==> src/rtl/bve_pkg.sv <==
// shared types and constants for the bounded vector engine
package bve_pkg;

    localparam int DEPTH_DEF        = 256;
    localparam int ELEMENT_BITS_DEF = 32;
    localparam int POS_BITS         = 8;
    localparam int VALUE_BITS       = 32;
    localparam int LEN_BITS         = 9;
    localparam int REQ_BITS         = 3;
    localparam int STATUS_BITS      = 2;

    typedef enum logic [REQ_BITS-1:0] {
        REQ_APPEND = 3'd0,
        REQ_READ   = 3'd1,
        REQ_WRITE  = 3'd2,
        REQ_REMOVE = 3'd3,
        REQ_EXISTS = 3'd4
    } req_t;

    typedef enum logic [STATUS_BITS-1:0] {
        ST_SUCCESS      = 2'd0,
        ST_OUT_OF_BOUND = 2'd1,
        ST_FULL         = 2'd2
    } status_t;

    typedef enum logic [1:0] {
        S_IDLE,
        S_EXEC,
        S_SCAN,
        S_FIN
    } state_t;

    typedef struct packed {
        logic clear;
        logic scan;
        logic append;
        logic write;
        logic remove;
        logic read;
        logic exists;
    } cell_ctl_t;

endpackage

==> src/rtl/bve_cell.sv <==
// one element cell of the vector row with its slice of the scan chain
module bve_cell #(
    parameter int ELEMENT_BITS = bve_pkg::ELEMENT_BITS_DEF,
    parameter int IDX_BITS     = 9,
    parameter int INDEX        = 0
) (
    input  logic                    clk,
    input  bve_pkg::cell_ctl_t      ctl,
    input  logic [IDX_BITS-1:0]     pos,
    input  logic [IDX_BITS-1:0]     used,
    input  logic [ELEMENT_BITS-1:0] value,
    input  logic [ELEMENT_BITS-1:0] mask,
    input  logic [ELEMENT_BITS-1:0] nbr_elem,
    input  logic                    nbr_hit,
    input  logic [ELEMENT_BITS-1:0] nbr_data,
    output logic [ELEMENT_BITS-1:0] elem,
    output logic                    hit,
    output logic [ELEMENT_BITS-1:0] data
);

    localparam logic [IDX_BITS-1:0] IDX      = IDX_BITS'(INDEX);
    localparam logic [IDX_BITS-1:0] NEXT_IDX = IDX_BITS'(INDEX + 1);

    logic [ELEMENT_BITS-1:0] elem_reg;
    logic [ELEMENT_BITS-1:0] elem_next;
    logic                    hit_reg;
    logic                    hit_next;
    logic [ELEMENT_BITS-1:0] data_reg;
    logic [ELEMENT_BITS-1:0] data_next;
    logic                    at_pos;
    logic                    at_end;
    logic                    below_used;
    logic                    shift_ok;
    logic                    match;

    always_comb
    begin
        at_pos     = (IDX == pos);
        at_end     = (IDX == used);
        below_used = (IDX < used);
        shift_ok   = (IDX >= pos) && (NEXT_IDX < used);
        match      = below_used && (((elem_reg ^ value) & mask) == '0);

        priority if (ctl.append && at_end)
        begin
            elem_next = value;
        end
        else if (ctl.write && at_pos)
        begin
            elem_next = value;
        end
        else if (ctl.remove && shift_ok)
        begin
            elem_next = nbr_elem;
        end
        else
        begin
            elem_next = elem_reg;
        end

        priority if (ctl.clear)
        begin
            hit_next  = 1'b0;
            data_next = '0;
        end
        else if (ctl.scan)
        begin
            hit_next  = nbr_hit | (ctl.exists & match);
            data_next = nbr_data | ((ctl.read && at_pos) ? elem_reg : '0);
        end
        else
        begin
            hit_next  = hit_reg;
            data_next = data_reg;
        end
    end

    always_ff @(posedge clk)
    begin
        elem_reg <= elem_next;
        hit_reg  <= hit_next;
        data_reg <= data_next;
    end

    assign elem = elem_reg;
    assign hit  = hit_reg;
    assign data = data_reg;

endmodule

==> config.mk <==
export PLATFORM = sky130hd
export DESIGN_NAME = bve_cell
export DESIGN_NICKNAME = d
export VERILOG_FILES = /design/src/rtl/bve_pkg.sv /design/src/rtl/bve_cell.sv
export SDC_FILE = /design/constraint.sdc
export NUM_CORES = 1
export LEC_CHECK = 0
export BUFFER_PORTS_ARGS = -buffer_cell sky130_fd_sc_hd__buf_2
export CAP_MARGIN = 20
export CORE_MARGIN = 2
export CORE_UTILIZATION = 45
export DETAILED_ROUTE_END_ITERATION = 8
export HOLD_SLACK_MARGIN = 0.05
export PLACE_DENSITY = 0.84
export RECOVER_POWER = 50
export SETUP_SLACK_MARGIN = 0.02
export SYNTH_ARGS = -nofsm -noshare
export SYNTH_HDL_FRONTEND = slang
export SYNTH_SLANG_ARGS = --single-unit
==> constraint.sdc <==
create_clock -name clk -period 10.8 [get_ports clk]
set_input_delay 0.54 -clock clk [delete_from_list [all_inputs] [get_ports clk]]
set_output_delay 0.54 -clock clk [all_outputs]
set_load 0.005 [all_outputs]
==> out/qor.csv <==
stage,metric,value,unit
final_layout,ANT cells,0,
placement,Setup WS pre-CTS,8.38,ns
route,Starting DRT DRC Count,85,
min_path,Hold Path Class,reg2reg,
clocking,hold_buf cts,0,
floorplanning,full die area,7810,um2
yosys,yosys warns,0,
floorplanning,placement row count,30,
critical_path,Critical Path End Type,register,
yosys,Synth Register Bits,65,
clocking,Post-CTS Setup Inserts,0,
timing,Max Slew Vio Count,66,
clocking,clk buf depth,2,
timing,Max Fclk,221,MHz
pwr,static leakage,1.96,nW
floorplanning,I/O pin total,220,
critical_path,worst r2r src,elem[28]$_DFFE_PP_,
critical_path,worst-path fanout max,32,
final_layout,share of cells above drive strength 1,46.7,%
pwr,Tot Pwr,0.549,mW
critical_path,WP data arrival,4.35,ns
clocking,clock sink count,65,
timing,fin worst setup slack,6.28,ns
yosys,post-synthesis sequential area ratio,50.6,%
floorplanning,Die W,88.4,um
final_layout,Post-layout nets,651,
final_layout,synthesis-to-layout area growth,39.1,%
floorplanning,Core Area,6830,um2
pwr,Peak supply drop,0.0800,mV
timing,Slew @ Worst Pin,4.40,ns
timing,crit path time final,4.52,ns
yosys,Syn Inst Count,282,
timing,RSZ-0062 raised after global routing,false,
yosys,net count after synthesis,437,
timing,setup_tns,0,ns
floorplanning,Initial Util,46.9,%
route,total number of vias,3066,
critical_path,Crit. Startpoint,pos[4],
route,DR WL/cell,16.9,um
placement,RD Place Congestion,0.916,
timing,setup violators final,0,
route,number of detailed-route iterations in the first pass,4,
critical_path,crit-path cells,buf_2 > nor4_1 > nand3_1 > o21ai_0,
clocking,clock root cell,clkbuf_8,
timing,hold_ws,0.486,ns
final_layout,final-layout fill cell count,617,
status,run status,"finished, violations left",
placement,IO buf count,219,
yosys,"Avg Cell Area, Syn",11.4,um2
critical_path,CP peak stage delay,3.28,ns
clocking,clk_lat worst skew,0.33,ns
yosys,post-synthesis cell area,3210,um2
clocking,Inserted Clock Buffers,9,
route,vias per inst,5.14,
clocking,CTS tree,built,
clocking,post_cts resized,0,
clocking,CTS clock-pin slew for the worst setup and hold paths,0.06,ns
critical_path,Crit Path Category,in2reg,
timing,Layout Skew,0.0111,ns
route,antenna-violating nets left,0,
critical_path,required time of the critical path,10.63,ns
timing,Final Hold Vio Count,0,
placement,Final HPWL DP,7750,um
yosys,Synth cell types,32,
min_path,worst hold path startpoint,data[2]$_SDFFE_PP0P_,
global_route,global-route wire length before repair,14600,um
global_route,largest net degree at the start of global routing,67,
timing,final worst path period share,41.8,%
route,remaining routing DRC violations,0,
clocking,CTS H-tree lvls,3,
timing,slew margin rel.,-196,%
global_route,total gr overflow,0,
critical_path,CP Launch Type,input port,
flow_run,Max Cap Viol,2,
global_route,gr usage total,25.0,%
global_route,initial antenna violation count,0,
global_route,vias in the first global route,2965,
status,failing checks,"max-capacitance violations, max-slew violations",
pwr,Power Dens Cells,123,nW/um2
critical_path,slowest CP cell,o21ai_0,
route,routed wire length,10100,um
critical_path,"reg-to-reg slack, setup",9.04,ns
floorplanning,Die H,88.4,um
## worst max-delay path: cells and delay by family
kind	cells	cell delay, ns
compound gates	1	3.28
buf+inv	1	0.10
simple gates	2	0.41
## synthesized netlist by cell type
library cell | count | area (um2)
a21oi_2 | 5 | 43.8
dfxtp_1 | 33 | 661
a22o_4 | 1 | 17.5
nand2_1 | 3 | 11.3
buf_6 | 5 | 56.3
nor2_1 | 34 | 128
a222oi_1 | 1 | 10.0
a2111oi_0 | 1 | 8.76
edfxtp_1 | 32 | 961
a21oi_1 | 28 | 140
nand3_2 | 1 | 10.0
inv_1 | 3 | 11.3
xor2_1 | 32 | 280
a22oi_1 | 10 | 75.1
a211oi_1 | 32 | 240
o211ai_1 | 1 | 7.51
a22o_1 | 2 | 17.5
buf_1 | 1 | 3.75
mux2_2 | 27 | 304
o21ai_0 | 1 | 5.00
nor3_1 | 1 | 5.00
mux2_1 | 6 | 67.6
a221oi_1 | 2 | 17.5
buf_8 | 1 | 15.0
nand4_1 | 2 | 12.5
a32o_1 | 1 | 10.0
clkbuf_1 | 10 | 37.5
nor2_4 | 1 | 11.3
nor4_1 | 2 | 12.5
nor2_2 | 1 | 6.26
nor4_2 | 1 | 12.5
and3_1 | 1 | 6.26
## path summary, 6_finish.rpt
check | endpoint | depth (start not counted)
max | elem[11]$_DFFE_PP_ | 4
min | data[2]$_SDFFE_PP0P_ | 2
max reg2reg | hit$_SDFFE_PP0P_ | 5
min reg2reg | data[2]$_SDFFE_PP0P_ | 2
## cells by family (layout without fill, tap and decap cells)
group                     Yosys count  in the layout  share of synthesized area [%]
AOI/OAI and AO/OA                  85             85                           18.5
DFF                                65             65                           50.6
and+or+nand+nor                    47             47                           6.71
muxes                              33             33                           11.6
xor gates and xnor gates           32             32                           8.74
buffers and inverters              20            239                           3.86
## cell type report
class,count,area [um2],area share (%)
clock buffer,12,145,3.26
clock inverter,4,42.5,0.954
inverter,3,11.3,0.253
multi-input combinational,197,1440,32.3
sequential,65,1620,36.4
tap,96,120,2.69
timing repair buffer,220,1080,24.1
## through the flow
step	area, um2	std cells	util [%]
2_1_floorplan	3210	282	-
3_3_place_gp	4320	580	63.2
3_5_place_dp	4320	580	63.2
4_1_cts	4510	596	66.0
5_1_grt	4460	597	65.3
6_report	4460	597	65.3
## layer usage
layer | share of wire [%] | up-vias | track usage [%]
li1 | - | 1488 | -
met4 | 2.1 | 0 | 9.92
met2 | 50 | 137 | 43.5
met1 | 41 | 1422 | 30.6
met3 | 6.9 | 19 | 4.94
met5 | 0 | - | 0
## power breakdown
part	internal, mW	switching, mW	leakage [nW]	total (mW)
clock	0.111	0.0904	0.0954	0.202
combinational	0.0417	0.0341	1.30	0.0759
sequential	0.267	0.00461	0.562	0.272
## layout by cell type, fill, tap and decap left out
cell / netlist / final
buf_2: 0 / 187
buf_12: 0 / 1
nor3_1: 1 / 1
nor2_1: 34 / 35
dfxtp_1: 33 / 33
o21ai_0: 1 / 1
a32o_1: 1 / 1
xor2_1: 32 / 32
a21oi_1: 28 / 28
a22o_1: 2 / 2
a2111oi_0: 1 / 1
nor2_2: 1 / 1
a22oi_1: 10 / 10
clkinv_2: 0 / 1
nand4_1: 2 / 2
a22o_4: 1 / 1
and3_1: 1 / 1
o211ai_1: 1 / 1
a222oi_1: 1 / 1
a221oi_1: 2 / 2
buf_1: 1 / 1
clkinv_1: 0 / 2
edfxtp_1: 32 / 32
nand3_1: 0 / 1
mux2_1: 6 / 6
clkbuf_1: 10 / 33
nand2_1: 3 / 3
nor4_1: 2 / 3
clkbuf_8: 0 / 10
a21oi_2: 5 / 5
a211oi_1: 32 / 32
inv_1: 3 / 3
bufinv_16: 0 / 1
mux2_2: 27 / 27
Power figures use the tool's default switching activity.
